$ cat src/rtl/core/klc_pkg.sv
// Shared types, constants and the keyword match function of the keyword language classifier.
`default_nettype none
package klc_pkg;

	localparam longint unsigned MAX_TEXT_BYTES = 64'd65535;
	localparam int unsigned WIN_LEN = 5;
	localparam int unsigned N_LANG = 5;
	localparam int unsigned N_WORDS = 42;
	localparam logic [7:0] SPACE_CHAR = 8'h20;

	typedef enum logic [2:0] {
		LANG_EN  = 3'd0,
		LANG_ES  = 3'd1,
		LANG_FR  = 3'd2,
		LANG_DE  = 3'd3,
		LANG_IT  = 3'd4,
		LANG_PT  = 3'd5,
		LANG_MUL = 3'd6
	} lang_t;

	localparam logic [N_LANG-1:0] L_ES = 5'b00001;
	localparam logic [N_LANG-1:0] L_FR = 5'b00010;
	localparam logic [N_LANG-1:0] L_DE = 5'b00100;
	localparam logic [N_LANG-1:0] L_IT = 5'b01000;
	localparam logic [N_LANG-1:0] L_PT = 5'b10000;

	typedef logic [WIN_LEN-1:0][7:0] window_t;

	// A keyword is right-aligned: its last letter sits in the lowest byte.
	typedef struct packed {
		logic [31:0]       word;
		logic [2:0]        len;
		logic [N_LANG-1:0] langs;
	} kw_t;

	localparam kw_t KW_TABLE [N_WORDS] = '{
		'{32'("el"), 3'd2, L_ES}, '{32'("la"), 3'd2, L_ES | L_FR},
		'{32'("de"), 3'd2, L_ES | L_PT}, '{32'("que"), 3'd3, L_ES | L_PT},
		'{32'("es"), 3'd2, L_ES}, '{32'("con"), 3'd3, L_ES | L_IT},
		'{32'("y"), 3'd1, L_ES}, '{32'("en"), 3'd2, L_ES},
		'{32'("un"), 3'd2, L_ES | L_FR | L_IT}, '{32'("una"), 3'd3, L_ES | L_IT},
		'{32'("le"), 3'd2, L_FR}, '{32'("et"), 3'd2, L_FR},
		'{32'("ce"), 3'd2, L_FR}, '{32'("qui"), 3'd3, L_FR},
		'{32'("avec"), 3'd4, L_FR}, '{32'("est"), 3'd3, L_FR},
		'{32'("dans"), 3'd4, L_FR}, '{32'("pour"), 3'd4, L_FR},
		'{32'("und"), 3'd3, L_DE}, '{32'("der"), 3'd3, L_DE},
		'{32'("die"), 3'd3, L_DE}, '{32'("das"), 3'd3, L_DE},
		'{32'("mit"), 3'd3, L_DE}, '{32'("ist"), 3'd3, L_DE},
		'{32'("ein"), 3'd3, L_DE}, '{32'("eine"), 3'd4, L_DE},
		'{32'("auf"), 3'd3, L_DE}, '{32'("von"), 3'd3, L_DE},
		'{32'("il"), 3'd2, L_IT}, '{32'("che"), 3'd3, L_IT},
		'{32'("per"), 3'd3, L_IT}, '{32'("sono"), 3'd4, L_IT},
		'{32'("e"), 3'd1, L_IT | L_PT}, '{32'("in"), 3'd2, L_IT},
		'{32'("non"), 3'd3, L_IT},
		'{32'("o"), 3'd1, L_PT}, '{32'("a"), 3'd1, L_PT},
		'{32'("para"), 3'd4, L_PT}, '{32'("com"), 3'd3, L_PT},
		'{32'("em"), 3'd2, L_PT}, '{32'("um"), 3'd2, L_PT},
		'{32'("uma"), 3'd3, L_PT}
	};

	// Window index 4 holds the newest byte. Each keyword needs a space just before it.
	function automatic logic [N_LANG-1:0] match_hits(input window_t win);
		logic [N_LANG-1:0] hits;
		logic              ok;
		int                first;
		hits = '0;
		for (int k = 0; k < N_WORDS; k++) begin
			first = WIN_LEN - 1 - int'(KW_TABLE[k].len);
			ok = (win[first] == SPACE_CHAR);
			for (int p = 0; p < WIN_LEN; p++) begin
				if (p > first) begin
					ok = ok & (win[p] == KW_TABLE[k].word[8*(WIN_LEN-1-p) +: 8]);
				end
			end
			if (ok) begin
				hits = hits | KW_TABLE[k].langs;
			end
		end
		return hits;
	endfunction

endpackage
`default_nettype wire

$ cat src/rtl/core/klc_cell.sv
// One byte cell of the recent-byte window chain.
`default_nettype none
module klc_cell (
	input  wire logic       clk,
	input  wire logic       arst_n,
	input  wire logic       shift,
	input  wire logic       clr,
	input  wire logic [7:0] din,
	output logic      [7:0] dout
);
	logic [7:0] byte_q;

	always_ff @(posedge clk or negedge arst_n) begin
		if (!arst_n) begin
			byte_q <= '0;
		end else if (clr) begin
			byte_q <= '0;
		end else if (shift) begin
			byte_q <= din;
		end
	end

	assign dout = byte_q;
endmodule
`default_nettype wire

$ cat src/rtl/core/klc_sat_counter.sv
// Saturating counter with a synchronous clear and a look-ahead of its next value.
`default_nettype none
module klc_sat_counter #(
	parameter longint unsigned MAX_VAL = 64'd65535,
	parameter int unsigned     CNT_W   = 16
) (
	input  wire logic             clk,
	input  wire logic             arst_n,
	input  wire logic             inc,
	input  wire logic             clr,
	output logic      [CNT_W-1:0] cnt_nxt
);
	logic [CNT_W-1:0] cnt_q;

	always_comb begin
		cnt_nxt = cnt_q;
		if (inc && (cnt_q < CNT_W'(MAX_VAL))) begin
			cnt_nxt = cnt_q + CNT_W'(1);
		end
	end

	always_ff @(posedge clk or negedge arst_n) begin
		if (!arst_n) begin
			cnt_q <= '0;
		end else if (clr) begin
			cnt_q <= '0;
		end else begin
			cnt_q <= cnt_nxt;
		end
	end
endmodule
`default_nettype wire

$ cat src/rtl/core/keyword_language_classifier_unit.sv
// Top level of the keyword language classifier.
// The input stream carries one text byte per transfer: tdata is the byte, tuser says
// whether the byte is present, and tlast ends the text and asks for a language code.
// A transfer with tuser low and tlast high classifies the bytes seen so far.
// The output stream carries one code per text in tdata[2:0]:
// 0 en, 1 es, 2 fr, 3 de, 4 it, 5 pt, 6 mul.
// Bytes go through a chain of five byte cells; keyword matching, hit flags and the
// two saturating counters update in the cycle of the transfer, so one byte is taken
// every cycle while s_axis_tready is high. The tlast transfer snapshots the final
// state into a holding stage and clears the live state at once, so the next text can
// follow in the next cycle. With a free output register, the holding stage passes the
// code on into the output register, where m_axis_tvalid rises; it is held in the
// output register until taken. While the receiver stalls, the holding stage and the
// output register keep one code each; once both are full, s_axis_tready drops and
// every transfer waits. Reset clears the window, flags, counters and both valid flags.
`default_nettype none
module keyword_language_classifier_unit #(
	parameter longint unsigned MAX_TEXT_BYTES = klc_pkg::MAX_TEXT_BYTES
) (
	input  wire logic       clk,
	input  wire logic       arst_n,
	input  wire logic       s_axis_tvalid,
	output logic            s_axis_tready,
	input  wire logic [7:0] s_axis_tdata,   // [7:0] text_byte
	input  wire logic       s_axis_tuser,   // [0] has_byte
	input  wire logic       s_axis_tlast,
	output logic            m_axis_tvalid,
	input  wire logic       m_axis_tready,
	output logic      [7:0] m_axis_tdata    // [2:0] language, [7:3] zero
);
	import klc_pkg::*;

	localparam int unsigned CNT_W = $clog2(MAX_TEXT_BYTES + 64'd1);
	localparam int unsigned PROD_W = CNT_W + 4;

	logic              acc, byte_en, last_en, out_adv;
	logic [7:0]        lc_byte;
	logic              is_space;
	window_t           win;
	logic [N_LANG-1:0] hits_q, hits_nxt;
	logic [CNT_W-1:0]  bc_nxt, na_nxt;

	logic              v_s1;
	logic [N_LANG-1:0] hits_s1;
	logic [CNT_W-1:0]  bc_s1, na_s1;

	logic              m_valid_q;
	lang_t             code_q, code;
	logic [PROD_W-1:0] na_x10;

	assign acc = s_axis_tvalid & s_axis_tready;
	assign byte_en = acc & s_axis_tuser;
	assign last_en = acc & s_axis_tlast;
	assign out_adv = ~m_valid_q | m_axis_tready;
	assign s_axis_tready = ~v_s1 | out_adv;

	always_comb begin
		lc_byte = s_axis_tdata;
		if ((s_axis_tdata >= 8'h41) && (s_axis_tdata <= 8'h5A)) begin
			lc_byte = s_axis_tdata + 8'd32;
		end
	end
	assign is_space = (lc_byte == SPACE_CHAR);

	for (genvar i = 0; i < WIN_LEN; i++) begin : g_cell
		logic [7:0] din;
		if (i == WIN_LEN - 1) begin : g_head
			assign din = lc_byte;
		end else begin : g_body
			assign din = win[i+1];
		end
		klc_cell u_cell (
			.clk   (clk),
			.arst_n(arst_n),
			.shift (byte_en),
			.clr   (last_en),
			.din   (din),
			.dout  (win[i])
		);
	end

	always_comb begin
		hits_nxt = hits_q;
		if (byte_en && is_space) begin
			hits_nxt = hits_q | match_hits(win);
		end
	end

	always_ff @(posedge clk or negedge arst_n) begin
		if (!arst_n) begin
			hits_q <= '0;
		end else if (last_en) begin
			hits_q <= '0;
		end else begin
			hits_q <= hits_nxt;
		end
	end

	klc_sat_counter #(.MAX_VAL(MAX_TEXT_BYTES), .CNT_W(CNT_W)) u_byte_cnt (
		.clk    (clk),
		.arst_n (arst_n),
		.inc    (byte_en),
		.clr    (last_en),
		.cnt_nxt(bc_nxt)
	);

	klc_sat_counter #(.MAX_VAL(MAX_TEXT_BYTES), .CNT_W(CNT_W)) u_non_ascii_cnt (
		.clk    (clk),
		.arst_n (arst_n),
		.inc    (byte_en & lc_byte[7]),
		.clr    (last_en),
		.cnt_nxt(na_nxt)
	);

	always_ff @(posedge clk or negedge arst_n) begin
		if (!arst_n) begin
			v_s1 <= 1'b0;
		end else if (last_en) begin
			v_s1 <= 1'b1;
		end else if (out_adv) begin
			v_s1 <= 1'b0;
		end
	end

	always_ff @(posedge clk) begin
		if (last_en) begin
			hits_s1 <= hits_nxt;
			bc_s1 <= bc_nxt;
			na_s1 <= na_nxt;
		end
	end

	assign na_x10 = {na_s1, 3'b000} + {1'b0, na_s1, 2'b00} + PROD_W'(0) + {2'b00, na_s1, 1'b0}
		- {1'b0, na_s1, 2'b00};

	always_comb begin
		priority if (hits_s1[0]) begin
			code = LANG_ES;
		end else if (hits_s1[1]) begin
			code = LANG_FR;
		end else if (hits_s1[2]) begin
			code = LANG_DE;
		end else if (hits_s1[3]) begin
			code = LANG_IT;
		end else if (hits_s1[4]) begin
			code = LANG_PT;
		end else if (na_x10 > PROD_W'(bc_s1)) begin
			code = LANG_MUL;
		end else begin
			code = LANG_EN;
		end
	end

	always_ff @(posedge clk or negedge arst_n) begin
		if (!arst_n) begin
			m_valid_q <= 1'b0;
		end else if (out_adv) begin
			m_valid_q <= v_s1;
		end
	end

	always_ff @(posedge clk) begin
		if (out_adv && v_s1) begin
			code_q <= code;
		end
	end

	assign m_axis_tvalid = m_valid_q;
	assign m_axis_tdata = {5'b00000, code_q};
endmodule
`default_nettype wire

$ cat config.mk
export PLATFORM = sky130hd
export DESIGN_NAME = keyword_language_classifier_unit
export DESIGN_NICKNAME = d
export VERILOG_FILES = /design/src/rtl/core/klc_pkg.sv /design/src/rtl/core/klc_cell.sv /design/src/rtl/core/klc_sat_counter.sv /design/src/rtl/core/keyword_language_classifier_unit.sv
export SDC_FILE = /design/constraint.sdc
export NUM_CORES = 1
export LEC_CHECK = 0
export ABC_AREA = 1
export BUFFER_PORTS_ARGS = -buffer_cell sky130_fd_sc_hd__buf_2
export CAP_MARGIN = 0
export CORE_ASPECT_RATIO = 1.5
export CORE_MARGIN = 2
export CORE_UTILIZATION = 25
export DETAILED_ROUTE_END_ITERATION = 12
export PLACE_DENSITY = 0.45
export REMOVE_ABC_BUFFERS = 1
export SLEW_MARGIN = 15
export SYNTH_ARGS = -nofsm -noshare
export SYNTH_HDL_FRONTEND = slang
export SYNTH_HIERARCHICAL = 1
export SYNTH_SLANG_ARGS = --single-unit
$ cat constraint.sdc
create_clock -name clk -period 4.7 [get_ports clk]
set_input_delay 0.705 -clock clk [delete_from_list [all_inputs] [get_ports clk]]
set_output_delay 0.705 -clock clk [all_outputs]
set_load 0.01 [all_outputs]
=== Word level (Yosys, flattened, before mapping) ===
Cells that the tools add are included.

* Register bits after elaboration: 119
* Bits in latches: 0
* Memory bits (writable): 0
* Bits in read-only memories: 0
* Input port bits: 14
* Output and inout bits: 10
* Memories: 0

* $add $sub $neg: 6
* $mul: 0
* Divide/modulo/power cells: 0
* Order comparisons: 5
* Eq/ne operators: 49
* Shift-type cells: 0
* Mux-type cells: 221
* Bitwise operators: 101
* Reductions and logical operators: 7

{| class="wikitable"
|+ Operators with widths
! operator !! number
|-
| 8-bit by 7-bit equality test with 1-bit output, second input constant || 44
|-
| 5-bit 2-to-1 mux || 54
|-
| 8-bit 2-to-1 mux || 16
|-
| 1-bit 2-to-1 mux || 99
|-
| 1-bit AND || 96
|-
| 3-bit 2-to-1 mux || 30
|-
| 16-bit 2-to-1 mux || 4
|-
| 8-bit by 6-bit equality test with 1-bit output, second input constant || 5
|-
| 4-bit 2-to-1 mux || 9
|-
| 16-bit by 1-bit adder with 16-bit output, second input constant || 2
|-
| 16-bit < comparator, second input constant || 2
|-
| 19-bit by 18-bit adder with 20-bit output || 1
|-
| 20-bit by 17-bit adder with 20-bit output || 1
|-
| 20-bit by 16-bit greater-than comparator with 1-bit output || 1
|-
| 20-bit by 18-bit subtractor with 20-bit output || 1
|-
| 2-bit 2-to-1 mux || 9
|-
| 8-bit by 6-bit adder with 8-bit output, second input constant || 1
|-
| 8-bit by 7-bit greater-or-equal comparator with 1-bit output, second input constant || 1
|-
| 8-bit by 7-bit less-or-equal comparator with 1-bit output, second input constant || 1
|-
| 1-bit logical AND || 5
|-
| 5-bit bitwise OR || 1
|-
| 2-bit nonzero test || 2
|-
| 1-bit inverter || 2
|-
| 1-bit bitwise OR || 2
|}

=== Depth between registers and ports, before layout ===
Gate-level depths: netlist of run 1.

* Depth in word-level cells: 96
* Gate-level depth with buffers: 25
* Depth with buffers taken out: 25

=== Cells and area by module ===
The synthesis of run 1 kept the hierarchy.

{| class="wikitable"
|+ Modules (own cells, without submodules)
! module !! times used !! cells an instance !! area an instance (µm²) !! sequential area each (µm²)
|-
| keyword_language_classifier_unit || 1 || 752 || 5,338.9 || 1,376.3
|-
| klc_cell || 5 || 35 || 335.3 || 200.2
|-
| klc_sat_counter (u_non_ascii_cnt) || 1 || 174 || 1,157.4 || 400.4
|-
| klc_sat_counter (u_byte_cnt) || 1 || 171 || 1,122.3 || 400.4
|}

=== Worst setup path after synthesis of run 1 ===
No wires, ideal clock.

* Path type: input port to flip-flop
* Start point: input port m_axis_tready
* End point: register u_byte_cnt.cnt_q[10]
* Library setup time: 133 ps
* Arrival: 4,857 ps
* Path slack: -290 ps
* Stages on the path: 7
* Cells stage by stage: inv_1 nand3_1 nand2_1 nor2_1 buf_1 clkbuf_1 nor2_1

* Elaborated cells on any way between the ends: 8

{| class="wikitable"
|+ RTL lines
! element !! RTL line !! RTL
|-
| from (decl) || keyword_language_classifier_unit.sv:28 || <nowiki>input wire logic m_axis_tready,</nowiki>
|-
| 1-bit bitwise OR || keyword_language_classifier_unit.sv:54 || <nowiki>assign out_adv = ~m_valid_q | m_axis_tready;</nowiki>
|-
| 1-bit bitwise OR || keyword_language_classifier_unit.sv:55 || <nowiki>assign s_axis_tready = ~v_s1 | out_adv;</nowiki>
|-
| named net s_axis_tready || keyword_language_classifier_unit.sv:23 || <nowiki>output logic s_axis_tready,</nowiki>
|-
| 1-bit AND || keyword_language_classifier_unit.sv:51 || <nowiki>assign acc = s_axis_tvalid & s_axis_tready;</nowiki>
|-
| 1-bit AND || keyword_language_classifier_unit.sv:53 || <nowiki>assign last_en = acc & s_axis_tlast;</nowiki>
|-
| named net last_en || keyword_language_classifier_unit.sv:36 || <nowiki>logic acc, byte_en, last_en, out_adv;</nowiki>
|-
| 16-bit 2-to-1 mux || klc_sat_counter.sv:25 || <nowiki>end else if (clr) begin</nowiki>
|-
| to (signal assigned) || klc_sat_counter.sv:28 || <nowiki>cnt_q <= cnt_nxt;</nowiki>
|-
| to (decl) || klc_sat_counter.sv:13 || <nowiki>logic [CNT_W-1:0] cnt_q;</nowiki>
|}

The timed path passes the listed nets, and every way through them passes these cells.
A chain may end at the register's enable or synchronous reset.

=== Worst setup path in the final report of run 1 ===
* Start point: register na_s1[2]
* End point: register code_q[2] (data pin)

* Cells in the longest elaborated chain, start to end: 24

{| class="wikitable"
|+ Ends and longest elaborated chain
! element !! RTL line !! RTL
|-
| from (decl) || keyword_language_classifier_unit.sv:45 || <nowiki>logic [CNT_W-1:0] bc_s1, na_s1;</nowiki>
|-
| from (signal assigned) || keyword_language_classifier_unit.sv:129 || <nowiki>na_s1 <= na_nxt;</nowiki>
|-
| 19-bit by 18-bit adder with 20-bit output || keyword_language_classifier_unit.sv:133 || <nowiki>assign na_x10 = {na_s1, 3'b000} + {1'b0, na_s1, 2'b00} + PROD_W'(0) + {2'b00, na_s1, 1'b0}</nowiki>
|-
| 20-bit by 17-bit adder with 20-bit output || keyword_language_classifier_unit.sv:133 ||
|-
| 20-bit by 18-bit subtractor with 20-bit output (*) || keyword_language_classifier_unit.sv:134 || <nowiki>- {1'b0, na_s1, 2'b00};</nowiki>
|-
| 20-bit by 16-bit greater-than comparator with 1-bit output (*) || keyword_language_classifier_unit.sv:147 || <nowiki>end else if (na_x10 > PROD_W'(bc_s1)) begin</nowiki>
|-
| 3-bit 2-to-1 mux (*) || keyword_language_classifier_unit.sv:147 ||
|-
| 3-bit 2-to-1 mux (*) || keyword_language_classifier_unit.sv:145 || <nowiki>end else if (hits_s1[4]) begin</nowiki>
|-
| 3-bit 2-to-1 mux (*) || keyword_language_classifier_unit.sv:143 || <nowiki>end else if (hits_s1[3]) begin</nowiki>
|-
| 3-bit 2-to-1 mux (*) || keyword_language_classifier_unit.sv:141 || <nowiki>end else if (hits_s1[2]) begin</nowiki>
|-
| [... 8 more ...] || n/a ||
|-
| 3-bit 2-to-1 mux (*) || keyword_language_classifier_unit.sv:141 ||
|-
| 3-bit 2-to-1 mux (*) || keyword_language_classifier_unit.sv:139 || <nowiki>end else if (hits_s1[1]) begin</nowiki>
|-
| 3-bit 2-to-1 mux (*) || keyword_language_classifier_unit.sv:137 || <nowiki>priority if (hits_s1[0]) begin</nowiki>
|-
| 3-bit 2-to-1 mux (*) || keyword_language_classifier_unit.sv:141 ||
|-
| 3-bit 2-to-1 mux (*) || keyword_language_classifier_unit.sv:139 ||
|-
| 3-bit 2-to-1 mux (*) || keyword_language_classifier_unit.sv:137 ||
|-
| 3-bit 2-to-1 mux (*) || keyword_language_classifier_unit.sv:139 ||
|-
| 3-bit 2-to-1 mux (*) || keyword_language_classifier_unit.sv:137 ||
|-
| to (signal assigned) || keyword_language_classifier_unit.sv:164 || <nowiki>code_q <= code;</nowiki>
|-
| to (decl) || keyword_language_classifier_unit.sv:48 || <nowiki>lang_t code_q, code;</nowiki>
|}

Mark *: on every way between the ends. The rest lies on a longest branch, timed or not. The select of a mux whose other input is x is not followed.

==> results.ini, run 1 <==
[outcome]
status=finished, final reports clean

[yosys]
avgSynthCellArea_sq_um=7.31
async_flop_share=0.664
synth_edf_count=40
yosysTopAreaCellShare=0.213
synth_ff_type=dfrtp_1
ys_ff_latch=119
syn-instance-count=1272
yosysSeqAreaShare=0.342
yosys-top-cells-area=dfrtp_1 21%, nand2_1 15%, edfxtp_1 13%, ha_1 8.1%, inv_1 7.9%
synth_area_sq_um=9300
yosysWarnings=6
yosysTopAreaCell=dfrtp_1
synth_cell_type_count=47

[final_layout]
final_cell_mix=374 x nand2_1, 195 x inv_1, 119 x nor2_1, 117 x nand3_1, 79 x dfrtp_1
n_antenna_cell=0
area_delta_synth_final_pct=12.5
layout_commonest_cell=nand2_1
utilization=0.285
drive_gt1_frac=0.116
final_nets=1387

[global_route]
grt_max_degree=80
first_global_vias=7548
grt_overflow_total=0
antenna_found_initial=0
grt_pass1_wl_um=38200
track_usage=0.126

[pwr]
seqPwrFrac=0.369
power_density_nw_per_um2=303
swShare=0.324
p_int_mw=2.14
power_frac_comb=0.242
power_leakage_nw=5.25
netSwitchingPower_mw=1.03
ir_drop_uv=221
clkPwrFrac=0.388
p_total_mw=3.16

[cts]
clk_latency_ps=440
clk_path_buf_depth=2
cts_tree=yes
clk_pin_slew_worst_paths_ps=50
cts_setup_buffers=0
cts-htree-levels=4
cts_buffers=17
numClockSinks=119
clock-root-buffer=clkbuf_16
hold_buffers=0
cts_resized=0

[place]
hpwl_um=18600
place_ws_ps=427
io_buffers=18
gp_congestion=0.883

[route]
vias_per_cell=4.31
vias=7741
ant_nets=0
routed_wl_um=23400
drcViolationCount=0
first_pass_iters=5
initialDrtViolationCount=399
wl_per_cell_um=13.0

[die]
fp.dieW_um=161
fp-row-count=86
die_area_sq_um=38800
core_area_sq_um=36700
start_util=0.253
die_y_um=240
io_pins=24

[critical_path]
critical_path_required_ps=4900
crit_path_start_kind=flip-flop
cp_max_fo=6
path_class=flip-flop to flip-flop
cp_data_arrival_time_ps=4450
critPathCaptureType=flip-flop

[flow_run]
drv_cap=0

[sta]
slew_viol_final=0
fin_setup_tns_ps=0
hold_violations=0
finalSetupViolations=0
grt_setup_unrepaired=false
finalClockSkew_ps=9.28
fin_hold_ws_ps=309
timing.fmax_mhz=235
slew_headroom=0.448
period_share=0.906
period_minus_slack_ps=4260
tightest_slew_ps=826
layout_setup_ws_ps=440

[hold_path]
hold_path.class=input port to async pin

==> per-layer routing <==
layer	vias up	part of all wire	track usage
li1	4047	-	-
met1	3545	0.38	0.128
met2	99	0.56	0.244
met3	50	0.022	0.0217
met4	0	0.040	0.0625
met5	-	0	0
==> power by group through the flow <==
stage | clock (mW) | combinational, mW | sequential [mW]
detailed placement | 0 | 0.785 | 1.19
floorplan | 0 | 0.584 | 1.18
finish | 1.23 | 0.767 | 1.17
global route | 1.31 | 0.894 | 1.18
CTS | 1.27 | 0.789 | 1.17
global placement | 0 | 0.778 | 1.19
==> worst max-delay path, cell delays in order, from the launching register on <==
cell      delay (ps)
edfxtp_1         480
inv_1             90
ha_1             290
xnor2_1          150
fa_1             510
inv_1             40
ha_1             340
or2_1            280
a31oi_1          240
o21ai_0          160
a31oi_1          190
xnor2_1          140
ha_1             260
nand2_1           70
nor2_1            50
nand2_1           70
nor2_1            40
nand2_1           60
nand3b_1          70
nor2_1            90
nor2_1            50
nor2_1           130
nand3_1           90
nand3_1           80
inv_1             40
==> registers in the layout (all words and copies together) (netlist names) <==
signal,flops
na_s1,16
u_byte_cnt/cnt_q,16
u_non_ascii_cnt/cnt_q,16
v_s1,1
g_cell.u_cell/dout,40
m_axis_tvalid,1
hits_s1,5
bc_s1,16
code_q,3
hits_q,5
==> cells by family (layout without fill, tap and decap cells) <==
kind of cell | count (synthesis) | in the layout | share of synthesized area
AOI/OAI and AO/OA | 68 | 68 | 0.0427
buffers and inverters | 239 | 275 | 0.104
adders and majority gates | 74 | 74 | 0.111
DFF | 119 | 119 | 0.342
other | 1 | 5 | 0.000403
and+or+nand+nor | 742 | 742 | 0.372
xor gates and xnor gates | 29 | 29 | 0.0273
==> final cells by class <==
class / count / area [sq um]
sequential: 119 / 3180
inverter: 223 / 840
multi-input combinational: 918 / 5170
clock buffer: 22 / 464
clock inverter: 10 / 78.8
timing repair buffer: 20 / 124
fill: 4016 / 26200
tap: 484 / 606
==> through the flow <==
step / cell area, sq um / std cells
2_1_floorplan: 9180 / 1260
3_3_place_gp: 9910 / 1764
3_5_place_dp: 9910 / 1764
4_1_cts: 10500 / 1796
5_1_grt: 10500 / 1796
6_report: 10500 / 1796
==> worst paths after layout <==
| check | start | to | slack (ps) | cells after the start |
|---|---|---|---|---|
| max in group asynchronous | arst_n | g_cell[0].u_cell/dout[3] | 3810 | 1 |
| max | na_s1[2] | code_q[2] | 440 | 24 |
| min | arst_n | u_non_ascii_cnt/cnt_q[15] | 310 | 1 |
| min reg2reg | g_cell[0].u_cell/dout[6] | g_cell[0].u_cell/dout[6] | 470 | 2 |
| max reg2reg | na_s1[2] | code_q[2] | 440 | 24 |
| min in group clk | g_cell[0].u_cell/dout[6] | g_cell[0].u_cell/dout[6] | 470 | 2 |
==> synth_stat cells, types with 7 or more instances <==
library cell  number
xor2_1            11
nor2_4             9
nand3_1          117
nand2_2           13
nor2_1           120
xnor2_1           18
inv_2             24
inv_1            196
nor3_1            20
dfrtp_1           79
a21oi_1           38
nand4_1           23
fa_1              14
o21ai_0            8
ha_1              60
buf_6              7
nand3b_1           8
nand2_1          374
nor2_2            29
edfxtp_1          40
nor2_8             7
(Power assumes the default switching activity.)
==> run 2: changes to the inputs <==
--- a/config.mk
+++ b/config.mk
@@ -5,7 +5,6 @@
 export SDC_FILE = /design/constraint.sdc
 export NUM_CORES = 1
 export LEC_CHECK = 0
-export ABC_AREA = 1
 export BUFFER_PORTS_ARGS = -buffer_cell sky130_fd_sc_hd__buf_2
 export CAP_MARGIN = 0
 export CORE_ASPECT_RATIO = 1.5
==> run 2 against run 1 <==
- total power is 3.6% lower
- cell count is 26% lower
- flip-flop and latch count stayed put
- global-route usage is 0.12 points lower
- synthesized area is 8.5% lower
- first-iteration DRC count is 15% higher
- count of clock-buffer cells in the layout is 5 lower
- register-to-register slack worse by 220 ps
- largest power group is now registers
==> results.ini, run 2 <==
[global_route]
antenna_found_initial=0  ; unchanged
first_global_vias=6525  ; -14%
track_usage=0.125  ; -0.00124
grt_pass1_wl_um=34700  ; -9.1%
grt_max_degree=80  ; unchanged
grt_overflow_total=0  ; unchanged

[final_layout]
final_cell_mix=97 x nor2_1, 79 x dfrtp_1, 65 x inv_1, 58 x ha_1, 41 x nand2_1
fin_area_sq_um=9750  ; -6.8%
utilization=0.291  ; +0.00637
fillers=3564  ; -11%
n_antenna_cell=0  ; unchanged
layout_commonest_cell=nor2_1
drive_gt1_frac=0.143  ; +0.0276
largest_register_ffs=40  ; unchanged
final_nets=981  ; -29%
area_delta_synth_final_pct=14.6
instances_no_fill=1326  ; -26%

[route]
routed_wl_um=21200  ; -9.2%
vias=6470  ; -16%
ant_nets=0  ; unchanged
drcViolationCount=0  ; unchanged
vias_per_cell=4.88  ; +13%
wl_per_cell_um=16.0  ; +23%
first_pass_iters=5  ; unchanged
initialDrtViolationCount=457  ; +15%

[cts]
cts_buffers=17  ; unchanged
clock-root-buffer=clkbuf_16
clk_pin_slew_worst_paths_ps=60  ; about the same
cts-htree-levels=4  ; unchanged
cts_tree=yes
clk_path_buf_depth=2  ; unchanged
numClockSinks=119  ; unchanged
hold_buffers=0  ; unchanged
clk_latency_ps=430  ; about the same

[place]
place_ws_ps=-17.5  ; -444 ps
dpl.cell_count=1287  ; -27%
gp_congestion=0.894  ; +1.2%
io_buffers=18  ; unchanged
placed_area_sq_um=9090  ; -8.3%
hpwl_um=16100  ; -14%

[yosys]
synth_ff_type=dfrtp_1
syn-instance-count=859  ; -32%
synthTopCellsByCount=97 x nor2_1, 79 x dfrtp_1, 69 x inv_1
synth_cell_type_count=78  ; +66%
yosysMostFrequentCell=nor2_1
yosysWarnings=6  ; unchanged
synth_area_sq_um=8510  ; -8.5%
async_flop_share=0.664  ; unchanged
ys_ff_latch=119  ; unchanged
yosysTopAreaCell=dfrtp_1
yosysTopAreaCellShare=0.232  ; +0.0197
synth_edf_count=40  ; unchanged
avgSynthCellArea_sq_um=9.90  ; +36%
yosys-top-cells-area=dfrtp_1 23%, edfxtp_1 14%, ha_1 8.8%, mux2i_1 4.7%, nor2_1 4.3%
yosysSeqAreaShare=0.374  ; +0.0316

[pwr]
p_total_mw=3.05  ; -3.6%
ir_drop_uv=256  ; +16%
power_leakage_nw=4.26  ; -19%
power_density_nw_per_um2=313  ; +3.5%

[sta]
finalClockSkew_ps=8.73  ; -0.556 ps
period_minus_slack_ps=4480  ; +220 ps
hold_violations=0  ; unchanged
layout_setup_ws_ps=221  ; -220 ps
slew_headroom=0.463  ; +0.0151
period_share=0.953  ; +0.0468
timing.fmax_mhz=223  ; -4.9%
finalSetupViolations=0  ; unchanged
slew_viol_final=0  ; unchanged
tightest_slew_ps=806  ; -20.7 ps

[hold_path]
hold_path.class=input port to async pin

[die]
die_area_sq_um=35600  ; -8.3%
core_area_sq_um=33400  ; -8.8%
die_y_um=230  ; -4.3%
io_pins=24  ; unchanged
fp.dieW_um=155  ; -4.2%
fp-row-count=82  ; -4.7%
start_util=0.254  ; +0.00105

[critical_path]
critPathCaptureType=flip-flop
crit_path_start_kind=flip-flop
cp_data_arrival_time_ps=4650  ; +200 ps
critical_path_required_ps=4870  ; -30 ps
path_class=flip-flop to flip-flop
rrSetupSlack_ps=220  ; -220 ps
cp_max_fo=5  ; -1
ff2ff_path_depth=20  ; -17%

[flow_run]
drv_cap=0  ; unchanged

[outcome]
status=finished, final reports clean

run 2: cell count changes after synthesis, sizes merged, moves of 10 or more:
cell    previous run  this run
nor4               2        21
mux2               0        17
nor2             165        97
nand2b             0        10
mux2i              0        40
a21o               1        12
nand3            120        39
inv              221        69
nor2b              0        28
nand2            388        41
run 2: metrics by stage:
stage,hold WS [ps],TNS [ps]
2_1_floorplan,409,0
3_3_place_gp,492,0
3_5_place_dp,501,-18.9
4_1_cts,505,0
5_1_grt,378,-16.3
6_report,288,0
run 2: final timing paths:
path / startpoint / to
max reg2reg: na_s1[3] / code_q[1]
max: na_s1[3] / code_q[1]
min reg2reg: v_s1 / m_axis_tvalid
min in group clk: v_s1 / m_axis_tvalid
max in group asynchronous: arst_n / u_byte_cnt/cnt_q[15]
min: arst_n / u_non_ascii_cnt/cnt_q[13]
run 2: final cells by class:
class                           count  area (sq um)  share of cell area
Multi-Input combinational cell    647          4990               0.512
Sequential cell                   119          3180               0.326
Tap cell                          420           526              0.0539
Clock buffer                       17           425              0.0436
Timing Repair Buffer               39           267              0.0273
Inverter                           69           259              0.0266
Clock inverter                     15           106              0.0109
run 2: timing repair:
action	CTS	global route
setup endpoints to repair	2	2
setup buffers	1	6
hold endpoints to repair	0	0
gates resized for setup	2	18
pin swaps	0	6
run 2: worst max-delay path, stage by stage (launching register included):
cell and delay [ps]:
edfxtp_1 480, inv_2 110, ha_1 240, xnor2_1 150, fa_1 510, inv_1 40, ha_1 340, o211a_1 230
a21oi_2 80, o31ai_2 320, nand2_1 80, nand2_1 110, xor2_2 160, ha_1 270, nand4_1 130, nor2_1 70
o31a_1 110, a2111oi_1 360, a21oi_1 110, nor4_2 200, a311oi_1 130
run 2: cells by family (layout without fill, tap and decap cells):
kind of cell,Yosys count,count (layout),synth area share
flip-flops,119,119,0.374
multiplexers,57,57,0.0709
AO/OA/AOI/OAI,122,122,0.101
adder cells (fa/ha/maj),74,74,0.121
buffers and inverters,97,140,0.0507
AND/OR/NAND/NOR,345,345,0.237
XOR/XNOR,44,44,0.0453
other,1,5,0.000441
run 2: metal layers:
metal / track usage / up-vias / routed length (um)
met1: 0.137 / 3148 / 8540
met5: 0 / - / 0
met2: 0.228 / 114 / 11400
met4: 0.0622 / 0 / 823
met3: 0.0222 / 49 / 505
li1: - / 3159 / -
run 2: where the power goes:
| group | switching [mW] | total [mW] | internal, mW |
|---|---|---|---|
| combinational | 0.388 | 0.678 | 0.289 |
| sequential | 0.0653 | 1.19 | 1.12 |
| clock | 0.511 | 1.18 | 0.672 |
| total | 0.965 | 3.05 | 2.09 |
